## src/rtl/core/bmm_pkg.sv

```systemverilog
`timescale 1ns / 1ps
`default_nettype none
package bmm_pkg;

    localparam int LEFT_MAX  = 256;
    localparam int RIGHT_MAX = 256;
    localparam int EDGE_MAX  = 4096;

    // field width of vertices and counts
    localparam int VW  = 9;
    // edge pointer, zero is the null link
    localparam int EW  = $clog2(EDGE_MAX + 1);
    localparam int LAW = $clog2(LEFT_MAX);
    localparam int RAW = $clog2(RIGHT_MAX);
    localparam int EAW = $clog2(EDGE_MAX);
    // frames held in the stack memory below the top frame
    localparam int SPW = $clog2(LEFT_MAX);

    localparam int IN_TDATA_W  = 24;
    localparam int OUT_TDATA_W = 16;

    localparam logic CMD_ADD = 1'b0;
    localparam logic CMD_RUN = 1'b1;

    typedef enum logic [3:0] {
        ST_IDLE,
        ST_START,
        ST_ROOT,
        ST_HEAD,
        ST_EVAL,
        ST_EDGE,
        ST_PART,
        ST_POP,
        ST_POPL,
        ST_AUGS,
        ST_AUGE,
        ST_DONE
    } t_state;

    typedef struct packed {
        logic in_ready;
        logic run_init;
        logic root_issue;
        logic head_load;
        logic edge_issue;
        logic skip_edge;
        logic visit;
        logic skip_link;
        logic push;
        logic stack_issue;
        logic frame_load;
        logic aug_top;
        logic aug_write;
        logic next_root;
        logic count_inc;
        logic out_load;
    } t_cmd;

    typedef struct packed {
        logic run_accept;
        logic root_over;
        logic e_zero;
        logic sp_zero;
        logic seen;
        logic w_zero;
        logic stk_full;
        logic out_busy;
    } t_sts;

    function automatic logic [LAW-1:0] lidx(input logic [VW-1:0] v);
        logic [VW-1:0] t;
        t = v - VW'(1);
        return t[LAW-1:0];
    endfunction

    function automatic logic [RAW-1:0] ridx(input logic [VW-1:0] v);
        logic [VW-1:0] t;
        t = v - VW'(1);
        return t[RAW-1:0];
    endfunction

    function automatic logic [EAW-1:0] eidx(input logic [EW-1:0] e);
        logic [EW-1:0] t;
        t = e - EW'(1);
        return t[EAW-1:0];
    endfunction

endpackage
`default_nettype wire

```

## src/rtl/core/bmm_ctrl.sv

```systemverilog
`timescale 1ns / 1ps
`default_nettype none
module bmm_ctrl (
    input  wire logic          i_clk,
    input  wire logic          i_rst_n,
    input  wire bmm_pkg::t_sts i_sts,
    output bmm_pkg::t_cmd      o_cmd
);
    import bmm_pkg::*;

    t_state r_state;
    t_state n_state;

    always_ff @(posedge i_clk) begin
        if (!i_rst_n) begin
            r_state <= ST_IDLE;
        end else begin
            r_state <= n_state;
        end
    end

    always_comb begin
        n_state = r_state;
        case (r_state)
            ST_IDLE:  if (i_sts.run_accept) n_state = ST_START;
            ST_START: n_state = ST_ROOT;
            ST_ROOT:  n_state = i_sts.root_over ? ST_DONE : ST_HEAD;
            ST_HEAD:  n_state = ST_EVAL;
            ST_EVAL: begin
                if (!i_sts.e_zero) n_state = ST_EDGE;
                else if (i_sts.sp_zero) n_state = ST_ROOT;
                else n_state = ST_POP;
            end
            ST_EDGE:  n_state = i_sts.seen ? ST_EVAL : ST_PART;
            ST_PART: begin
                if (i_sts.w_zero) n_state = i_sts.sp_zero ? ST_ROOT : ST_AUGS;
                else if (i_sts.stk_full) n_state = ST_EVAL;
                else n_state = ST_HEAD;
            end
            ST_POP:   n_state = ST_POPL;
            ST_POPL:  n_state = ST_EVAL;
            ST_AUGS:  n_state = ST_AUGE;
            ST_AUGE:  n_state = i_sts.sp_zero ? ST_ROOT : ST_AUGS;
            ST_DONE:  if (!i_sts.out_busy) n_state = ST_IDLE;
            default:  n_state = ST_IDLE;
        endcase
    end

    always_comb begin
        o_cmd = '0;
        case (r_state)
            ST_IDLE:  o_cmd.in_ready = 1'b1;
            ST_START: o_cmd.run_init = 1'b1;
            ST_ROOT:  o_cmd.root_issue = !i_sts.root_over;
            ST_HEAD:  o_cmd.head_load = 1'b1;
            ST_EVAL: begin
                o_cmd.edge_issue  = !i_sts.e_zero;
                o_cmd.next_root   = i_sts.e_zero && i_sts.sp_zero;
                o_cmd.stack_issue = i_sts.e_zero && !i_sts.sp_zero;
            end
            ST_EDGE: begin
                o_cmd.skip_edge = i_sts.seen;
                o_cmd.visit     = !i_sts.seen;
            end
            ST_PART: begin
                o_cmd.aug_top     = i_sts.w_zero;
                o_cmd.next_root   = i_sts.w_zero && i_sts.sp_zero;
                o_cmd.count_inc   = i_sts.w_zero && i_sts.sp_zero;
                o_cmd.stack_issue = i_sts.w_zero && !i_sts.sp_zero;
                o_cmd.skip_link   = !i_sts.w_zero && i_sts.stk_full;
                o_cmd.push        = !i_sts.w_zero && !i_sts.stk_full;
            end
            ST_POP:   o_cmd.frame_load = 1'b1;
            ST_POPL:  o_cmd.skip_edge = 1'b1;
            ST_AUGS:  o_cmd.frame_load = 1'b1;
            ST_AUGE: begin
                o_cmd.aug_write   = 1'b1;
                o_cmd.next_root   = i_sts.sp_zero;
                o_cmd.count_inc   = i_sts.sp_zero;
                o_cmd.stack_issue = !i_sts.sp_zero;
            end
            ST_DONE:  o_cmd.out_load = !i_sts.out_busy;
            default:  o_cmd = '0;
        endcase
    end
endmodule
`default_nettype wire

```

## config.mk

```make
export PLATFORM = sky130hd
export DESIGN_NAME = bmm_ctrl
export DESIGN_NICKNAME = d
export VERILOG_FILES = /design/src/rtl/core/bmm_pkg.sv /design/src/rtl/core/bmm_ctrl.sv
export SDC_FILE = /design/constraint.sdc
export NUM_CORES = 1
export LEC_CHECK = 0
export BUFFER_PORTS_ARGS = -buffer_cell sky130_fd_sc_hd__buf_4
export CAP_MARGIN = 10
export CORE_MARGIN = 2
export CORE_UTILIZATION = 24
export DETAILED_ROUTE_END_ITERATION = 10
export HOLD_SLACK_MARGIN = 0.08
export SETUP_SLACK_MARGIN = 0.15
export SLEW_MARGIN = 30
export SYNTH_ARGS = -nofsm -noshare
export SYNTH_HDL_FRONTEND = slang
export SYNTH_SLANG_ARGS = --single-unit
```

## constraint.sdc

```tcl
create_clock -name i_clk -period 1.8 [get_ports i_clk]
set_input_delay 0.54 -clock i_clk [delete_from_list [all_inputs] [get_ports i_clk]]
set_output_delay 0.54 -clock i_clk [all_outputs]
set_load 0.02 [all_outputs]
```

Word-level counts from Yosys, hierarchy flattened. Index checks and enable logic that the tools add are counted. Widths: inputs -> output; s select.

Equal/unequal tests: 13. Mux-type cells: 25. Reductions and logical operators: 17.

Operators by type and width (count): $pmux 4 s11 (1); $mux 4 (5); $eq 4x3->1 const B (4); $eq 4x4->1 const B (4); $mux 1 (10); $mux 3 (3); $eq 4x2->1 const B (2); $logic_not 1->1 (7); $logic_and 1x1->1 (6); $pmux 1 s3 (2); $eq 4x1->1 const B (1); $logic_not 4->1 (1); $mux 2 (2); $ne 2x2->1 const B (2); $pmux 1 s2 (2); $reduce_or 2->1 (2); $reduce_and 2->1 (1).

Register bits: 4. Output and inout bits: 16. Word-level logic and storage cells: 56.

Longest topological paths before layout. Gate-level depths: netlist of the first run.

Depth after elaboration: 3. Gate-level depth with buffers: 5. Mapped depth without buffers: 4.

Least setup slack after synthesis of the first run. No wires, ideal clock.

Path type: input-to-output. Start: input i_sts[2] in the netlist's numbering. End: output o_cmd[2] in the netlist's numbering. Arrival time: 1.362 ns. Data required time: 1.260 ns. Slack: -0.102 ns. Stages on the path: 3. Cell sequence: nand4b_1 > a21oi_1 > or2_1.

RTL lines: from (decl) (line bmm_ctrl.sv:6) `input wire bmm_pkg::t_sts i_sts,`; to (decl) (line bmm_ctrl.sv:7) `output bmm_pkg::t_cmd o_cmd`.

==> results of run 1 <==
## synth_stat cells
| cell | n |
|---|---|
| and3_1 | 1 |
| o41a_1 | 1 |
| nand2b_2 | 1 |
| o21a_1 | 1 |
| o31a_1 | 1 |
| a21o_1 | 1 |
| a311oi_1 | 1 |
| nor4_4 | 1 |
| a21boi_1 | 1 |
| nand2b_1 | 3 |
| nand3b_1 | 1 |
| nor2_1 | 8 |
| nor3_1 | 7 |
| inv_1 | 1 |
| nor3b_1 | 2 |
| nor4_1 | 2 |
| nand3_1 | 1 |
| a32o_1 | 1 |
| or3_1 | 1 |
| a211o_1 | 1 |
| or2_1 | 2 |
| o41ai_2 | 1 |
| buf_6 | 1 |
| a211oi_1 | 3 |
| nand4b_1 | 2 |
| o21ai_0 | 1 |
| buf_2 | 3 |
| dfxtp_1 | 4 |
| nand2_1 | 6 |
| buf_4 | 3 |
| a21oi_1 | 8 |
| nor2b_1 | 6 |
## worst paths after layout
kind	start	to	slack [ps]	cells after the start
setup / recovery	r_state[2]	o_cmd[7]	-70	5
hold / removal	i_rst_n	r_state[3]	560	2
setup reg to reg	r_state[3]	r_state[0]	290	6
hold reg to reg	r_state[0]	r_state[2]	770	3
## what timing repair did
item,in CTS,in global routing
hold buffers,0,0
gates resized for setup,33,11
setup buffers,10,6
setup endpoints to repair,16,16
pin swaps,10,4
## worst reg2reg max path: cells and delay by family (launching register included)
kind,cells,cell delay [ps]
DFF,1,360
AOI/OAI and AO/OA,3,480
and+or+nand+nor,1,260
buffers and inverters,2,280
## power groups by stage
stage	registers (mW)	logic (mW)	clock network, mW
3_5_place_dp	0.195	0.739	0
5_1_grt	0.207	1.16	0.130
6_report	0.204	1.09	0.115
3_3_place_gp	0.197	0.736	0
4_1_cts	0.202	0.990	0.116
2_1_floorplan	0.143	0.563	0
## cells by family after synthesis
group,count (synthesis),synth area share [%]
and+or+nand+nor,44,47.2
AOI/OAI and AO/OA,21,28.3
buffers and inverters,8,9.68
DFF,4,14.7
## final cells by class
class,count,area [um^2]
Clock buffer,3,22.5
Inverter,1,3.75
Tap cell,28,35.0
Multi-Input combinational cell,65,568
Sequential cell,4,95.1
Fill cell,208,976
Timing Repair Buffer,55,469
## stage by stage
stage / util, % / worst slack, ps
after floorplan: - / 37.2
after global placement: 41.3 / -60.3
after detailed placement: 41.3 / -65.2
after CTS: 51.2 / -51.4
after global routing: 55.0 / -124
final: 55.0 / -71.6
## per-layer routing
metal  up-vias  GRT usage (%)  wire length, um
met5         -              0                0
met4         0           2.63                0
met3         0           5.46              106
met2        20           29.9             1110
met1       382           19.6              874
li1        389              -                -
==> metrics, run 1 <==
drt drc 0; Arrival @ worst endpoint roughly 1300 ps; core area 2170 um^2; PD cells ~1200 nW/um^2; Design Power roughly 1.4 mW; Slew Limit Headroom about four fifths; clock share of power under 10%; initial drt markers 17; vias post-DR 791; crit-path leading delay family buffers and inverters; fin crit period roughly 1900 ps; flops & latches, synth 4; Seq pwr share roughly 14%; cell taking the most area after synthesis dfxtp_1; total CTS buffers 3; Total GRT Usage between 15 and 20%; post-synth top area share around 15%; I/O pin count 26; gr ovfl total 0; # nets final 140; Layout Cells excl Fill 156; initial antenna violation count 0; largest stage delay on the critical path between 300 and 400 ps; worst IR drop on VDD ~900 uV; die area about 2700 um^2; kind of start point of the critical path register; biggest regs r_state (4); Worst-path clk slew around 40 ps; DR vias/cell about 5.1; failing checks negative setup slack; Pins Over Slew Limit 0; Syn Area/Cell 7.05 um^2; Synth area leaders dfxtp_1 (15%), a21oi_1 (7.4%), nor2b_1 (6.9%), nor3_1 (6.5%), nor2_1 (5.5%); post-synthesis net count between 80 and 90; Die X a little over 50 um; CTS tree built; worst hold margin approximately 560 ps; Critical Path End Type output port; Synth-to-Final Area Change 120%; WL final approximately 2.1 mm; RSZ-0062 raised after global routing yes; setup tns final -362 ps; clk_lat worst skew ~240 ps; WP buf/inv 3; H-tree levels 1; critical path start-end classification reg -> out; critical-path maximum fanout 6; largest net degree at the start of global routing 11; FP Rows 17; Mapped Area 543 um^2; post-route ant nets 0; placed cell areas about 900 um^2; First-pass DRT Iterations 4; global-route wire length before repair around 3.3 mm; Top cell by count, worst path buf_6; Switching Fraction a little under half; Final Cycle Share 104%; Slowest cell on crit path dfxtp_4; number of antenna diodes 0; GPL Wtd Cong between 0.8 and 0.9; maxcap violations 0; Clock Tree Root clkbuf_4; Ys Warns 0; final setup skew roughly 8.3 ps; Finish-stage setup viols 7; switching pwr 0.645 mW; Cell Int Power around 0.76 mW; share of post-route cells with drive strength above 1 approximately 70%; crit-path cells buf_6 > nand2b_4 > buf_6 > nor4_4 > buf_4; post-route cell area around 1200 um^2; Worst EP required approximately 1300 ps; commonest non-fill, non-tap cells in the layout buf_4 (40), buf_6 (15), nor3_2 (6); CTS Sinks 4; max reg flops 4; Comb power frac between 70% and 80%; vias in the first global route 748; worst slew pin tran 316 ps; initial core utilization roughly a quarter; Hold Path Class in -> reg; Highest Clock Rate between 500 and 600 MHz; DP Cell Count 137; Mapped Cells 77; status finished, violations left; CTS Buffer Depth 2; Die Y a little over 50 um; most flop-heavy register r_state; hpwl dp around 1.3 mm; Lkg Pwr 0.507 nW; Final Hold Fails 0; worst setup margin -71.6 ps; unique cell type count in the Yosys netlist 32; Seq/Total Area, Yosys 14.7%; DR WL/cell 13.4 um; most common cell after layout, fill and taps aside buf_4; port buffer count 25
Power figures use the tool's default switching activity.
==> run 2, diff against run 1 <==
Settings changed: CORE_MARGIN 2 to unset, REMOVE_ABC_BUFFERS set to 1.
==> run 2 against run 1 <==
Largest cell class unchanged. Core utilization rose by 4.1 points. Clock-buffer cell count stayed put. Critical endpoint is now o_cmd[5]. First-iteration DRC count decreased by 71%. The flow still finishes with violations (negative setup slack). Via count fell by 2.3%. Highest routed layer is now met4.
==> metrics, run 2 (same netlist as run 1, synthesis figures left out) <==
CTS Sinks 4 (unchanged); Slew Limit Headroom 75.7% (-3.1 points); hpwl dp 1.38 mm (+2.8%); Die X 49.6 um (-3.9%); Lkg Pwr 0.512 nW (+0.84%); CTS tree built; DR vias/cell 4.99 (-1.6%); worst slew pin tran 363 ps (+46.7 ps); First-pass DRT Iterations 4 (unchanged); worst IR drop on VDD 620 uV (-31%); PD cells 1230 nW/um^2 (+4.5%); share of post-route cells with drive strength above 1 71.1% (+0.78 points); Min-Delay Startpoint i_rst_n; initial drt markers 5 (-12); Clock Tree Root clkbuf_4; status finished, violations left; largest net degree at the start of global routing 10 (-1); post-route ant nets 0 (unchanged); H-tree levels 1 (unchanged); initial core utilization 26.6% (+1.6 points); most flop-heavy register r_state; gr ovfl total 0 (unchanged); Worst-path clk slew 30 ps (about the same); clk_lat worst skew 230 ps (about the same); Final Hold Fails 0 (unchanged); worst setup margin -43.1 ps (+28.4 ps); fin crit period 1840 ps (-28.4 ps); drt drc 0 (unchanged); Total GRT Usage 17.0% (+0.31 points); total CTS buffers 3 (unchanged); vias post-DR 773 (-2.3%); Filler cells 162 (-22%); reg2reg start r_state[3]; worst hold margin 568 ps (+12.2 ps); Arrival @ worst endpoint 1300 ps (-30 ps); Critical Path End Type output port; Pins Over Slew Limit 0 (unchanged); end of the worst hold path r_state[2]; commonest non-fill, non-tap cells in the layout buf_4 (37), buf_6 (17), nor3_2 (6), a21oi_1 (6); kind of start point of the critical path register; Synth-to-Final Area Change 122%; Reg2Reg Depth 6 (unchanged); DR WL/cell 13.5 um (+0.79%); CTS Buffer Depth 2 (unchanged); Layout Cells excl Fill 155 (-0.64%); Worst EP required 1260 ps (about the same); global-route wire length before repair 3.19 mm (-3.6%); core area 2040 um^2 (-5.9%); setup slack, reg-to-reg 290 ps (about the same); Finish-stage setup viols 6 (-1); die area 2460 um^2 (-7.6%); GPL Wtd Cong 0.803 (-1.1%); RSZ-0062 raised after global routing yes; Post-CTS Hold Buffers 0 (unchanged); FP Rows 16 (-1); Die Y 49.6 um (-3.9%); DP Cell Count 140 (+2.2%); hold depth 2 (unchanged); I/O pin count 26 (unchanged); # nets final 140 (unchanged); setup tns final -151 ps (+211 ps); final setup skew 2.53 ps (-5.82 ps); critical-path maximum fanout 6 (unchanged); Hold Path Class in -> reg; most common cell after layout, fill and taps aside buf_4; Final Cycle Share 102% (-1.6 points); maxcap violations 0 (unchanged); critical path start-end classification reg -> out; vias in the first global route 715 (-4.4%); failing checks negative setup slack; biggest regs r_state (4); area of the multi-input gates 567 um^2 (-0.22%); WL final 2.09 mm (+0.14%); max reg flops 4 (unchanged); FF+latch area 95.1 um^2 (unchanged); port buffer count 25 (unchanged); Highest Clock Rate 543 MHz (+1.5%); initial antenna violation count 0 (unchanged); number of antenna diodes 0 (unchanged); FF-to-FF End r_state[0]
## run 2: cell counts in the layout (fill, tap and decap cells not counted)
Identical to the previous run, type by type.
## run 2: how the worst max path moves through the flow
stage / from / end / slack, ps / depth (start not counted)
after floorplan: r_state[2] / o_cmd[2] / -230 / 3
after global placement: i_sts[2] / o_cmd[6] / -30 / 6
after detailed placement: i_sts[2] / o_cmd[6] / -80 / 6
after CTS: r_state[0] / o_cmd[7] / -40 / 4
after global routing: r_state[1] / o_cmd[5] / -120 / 6
final: r_state[1] / o_cmd[5] / -40 / 6
## run 2: worst max-delay path: stages (launching register included)
cell and delay (ps):
dfxtp_4 360, buf_6 130, buf_6 110, nor3b_2 150, a21oi_1 60, nor2b_1 120
buf_4 150
## run 2: final cells by class
cell class              count  area share [%]
clock buffers               3            1.87
well taps                  27            2.80
inverters                   1           0.311
flip-flops and latches      4            7.88
multi-input cells          65            47.0
repair buffers             55            40.1
## run 2: per-layer routing
layer,track usage (%),wire [um],part of all wire [%]
met1,18.8,886,42
met3,2.78,50,2.4
met2,30.2,1140,54
met5,0,0,0
met4,10.0,17,0.81
## run 2: power breakdown
part           switching, mW  internal [mW]
clock network         0.0334         0.0743
logic                  0.540          0.627
registers             0.0738          0.136
## run 2: metrics by stage
| stage | area, um^2 | power (mW) | setup slack (ps) | util (%) |
|---|---|---|---|---|
| after detailed placement | 851 | 0.900 | -77.9 | 41.7 |
| after global routing | 1210 | 1.58 | -116 | 59.1 |
| after CTS | 1110 | 1.33 | -42.0 | 54.4 |
| final | 1210 | 1.48 | -43.1 | 59.1 |
| after global placement | 851 | 0.894 | -28.8 | 41.7 |
| after floorplan | 494 | 0.557 | -230 | - |
## run 2: repair_timing
item                       4_1_cts  5_1_grt
setup endpoints to repair       16       16
pin swaps                        8        8
gates resized for setup         47       16
buffers inserted                 9        3
==> run 3, diff against run 2 <==
Clock period 1.8 ns to 2.4 ns, I/O delays scaled along.
==> run 3 against run 2 <==
The run now ends clean. Core utilization fell by 21 points. Flip-flop and latch count is the same. Setup slack improved by 230 ps. Highest routed layer is now met3. Critical path depth stayed put.
==> metrics, run 3 (same netlist as run 1, synthesis figures left out) <==
global-route wire length before repair 2.42 mm (-24%); PD cells 891 nW/um^2 (-28%); critical-path maximum fanout 5 (-1); FP Rows 16 (unchanged); max reg flops 4 (unchanged); Synth-to-Final Area Change 41.9%; crit-path cells buf_4 > nor2_1 > a211oi_1 > a21boi_1 > nor3_1 > buf_4; WL final 1.55 mm (-26%); commonest non-fill, non-tap cells in the layout buf_4 (28), nor2_1 (8), nor3_1 (7), a21oi_1 (7); Lkg Pwr 0.325 nW (-36%); Critical path origin i_sts[5]; biggest regs r_state (4); hpwl dp 1.15 mm (-17%); Min-Delay Startpoint r_state[1]; post-route ant nets 0 (unchanged); port buffer count 25 (unchanged); critical path start-end classification in -> out; maxcap violations 0 (unchanged); First-pass DRT Iterations 4 (unchanged); worst hold margin 677 ps (+110 ps); CTS tree built; drt drc 0 (unchanged); reg2reg start r_state[3]; Pins Over Slew Limit 0 (unchanged); # nets final 113 (-19%); most common cell after layout, fill and taps aside buf_4; Slowest cell on crit path a211oi_1; vias post-DR 660 (-15%); most flop-heavy register r_state; initial antenna violation count 0 (unchanged); Slew Limit Headroom 78.8% (+3.1 points); Finish-stage setup viols 0 (-6); hold depth 2 (unchanged); Reg2Reg Depth 4 (-2); die area 2460 um^2 (unchanged); I/O pin count 26 (unchanged); Worst EP required 1680 ps (+420 ps); largest stage delay on the critical path 210 ps (-150 ps); Core Util, Final 37.7% (-21 points); initial core utilization 26.6% (unchanged); worst setup margin 182 ps (+225 ps); post-route cell area 771 um^2 (-36%); total CTS buffers 3 (unchanged); number of antenna diodes 0 (unchanged); Top cell by count, worst path buf_4; H-tree levels 1 (unchanged); Final Hold Fails 0 (unchanged); clk_lat worst skew 230 ps (about the same); fin crit period approximately 2200 ps; Critical Path End Type output port; Die X 49.6 um (unchanged); share of post-route cells with drive strength above 1 38.6% (-32 points); worst IR drop on VDD 342 uV (-45%); GPL Wtd Cong 0.765 (-4.8%); Die Y 49.6 um (unchanged); WP buf/inv 2 (-1); DR WL/cell 12.1 um (-10%); gr ovfl total 0 (unchanged); setup tns final 0 ps (+151 ps); final setup skew 0.993 ps (-1.54 ps); Highest Clock Rate approximately 450 MHz; largest net degree at the start of global routing 16 (+6); core area 2040 um^2 (unchanged); CTS Buffer Depth 2 (unchanged); worst slew pin tran 317 ps (-46.0 ps); Total GRT Usage 12.9% (-4.2 points); Arrival @ worst endpoint 1500 ps (+200 ps); RSZ-0062 raised after global routing yes; Hold Path Class reg -> reg; status finished clean; crit-path leading delay family compound AO/OA/AOI/OAI gates; Final Cycle Share between 90% and 100%; cell count along the critical path 6 (unchanged); kind of start point of the critical path primary input; Worst-path clk slew 40 ps (about the same); CTS Sinks 4 (unchanged); initial drt markers 20 (+15); Post-CTS Hold Buffers 0 (unchanged); number of post-CTS setup repair buffers 0 (-9); vias in the first global route 534 (-25%); Clock Tree Root clkbuf_4; DR vias/cell 5.16 (+3.4%); placed cell areas 738 um^2 (-13%); dpl ws 153 ps (+231 ps)
run 3: changes by cell type in the layout (fill, tap and decap cells not counted), moves of 3 or more:
cell	change
buf_6	-17
dfxtp_4	-4
dfxtp_2	+3
nand2b_4	-3
nor3_2	-6
nor2_1	+4
nor3_1	+7
buf_4	-9
nor2_4	-3
run 3: worst paths after layout:
| check | endpoint | slack, ps |
|---|---|---|
| setup / recovery | o_cmd[6] | 180 |
| hold / removal | r_state[2] | 680 |
| setup reg to reg | r_state[0] | 1000 |
| hold reg to reg | r_state[2] | 680 |
run 3: cell type report:
| class | instances | area, um^2 |
|---|---|---|
| clock buffers | 3 | 22.5 |
| fillers | 233 | 1270 |
| inverters | 1 | 3.75 |
| multi-input cells | 65 | 417 |
| flip-flops and latches | 4 | 83.8 |
| well taps | 27 | 33.8 |
| repair buffers | 28 | 210 |
run 3: per-layer routing:
metal  up-vias  track usage [%]  routed length, um
li1        332                -                  -
met1       310             15.9                704
met2        18             20.3                759
met3         0             4.94                 88
met4         0             4.29                  0
met5         -                0                  0
run 3: stage by stage:
step | power, mW | std cells
2_1_floorplan | 0.418 | 70
3_3_place_gp | 0.588 | 125
3_5_place_dp | 0.591 | 125
4_1_cts | 0.680 | 128
5_1_grt | 0.745 | 128
6_report | 0.687 | 128
run 3: worst reg2reg max path: cells and delay by family, from the launching register on:
kind | cells | cell delay [ps]
DFF | 1 | 470
AOI/OAI and AO/OA | 2 | 470
and+or+nand+nor | 2 | 350
run 3: what timing repair did:
item,CTS,global route
setup endpoints to repair,3,2
gates resized for setup,2,3
pin swaps,0,1
run 3: power breakdown:
part / internal, mW / switching, mW / total [mW]
registers: 0.0936 / 0.0676 / 0.161
logic: 0.203 / 0.242 / 0.445
clock network: 0.0558 / 0.0251 / 0.0809
total: 0.352 / 0.334 / 0.687
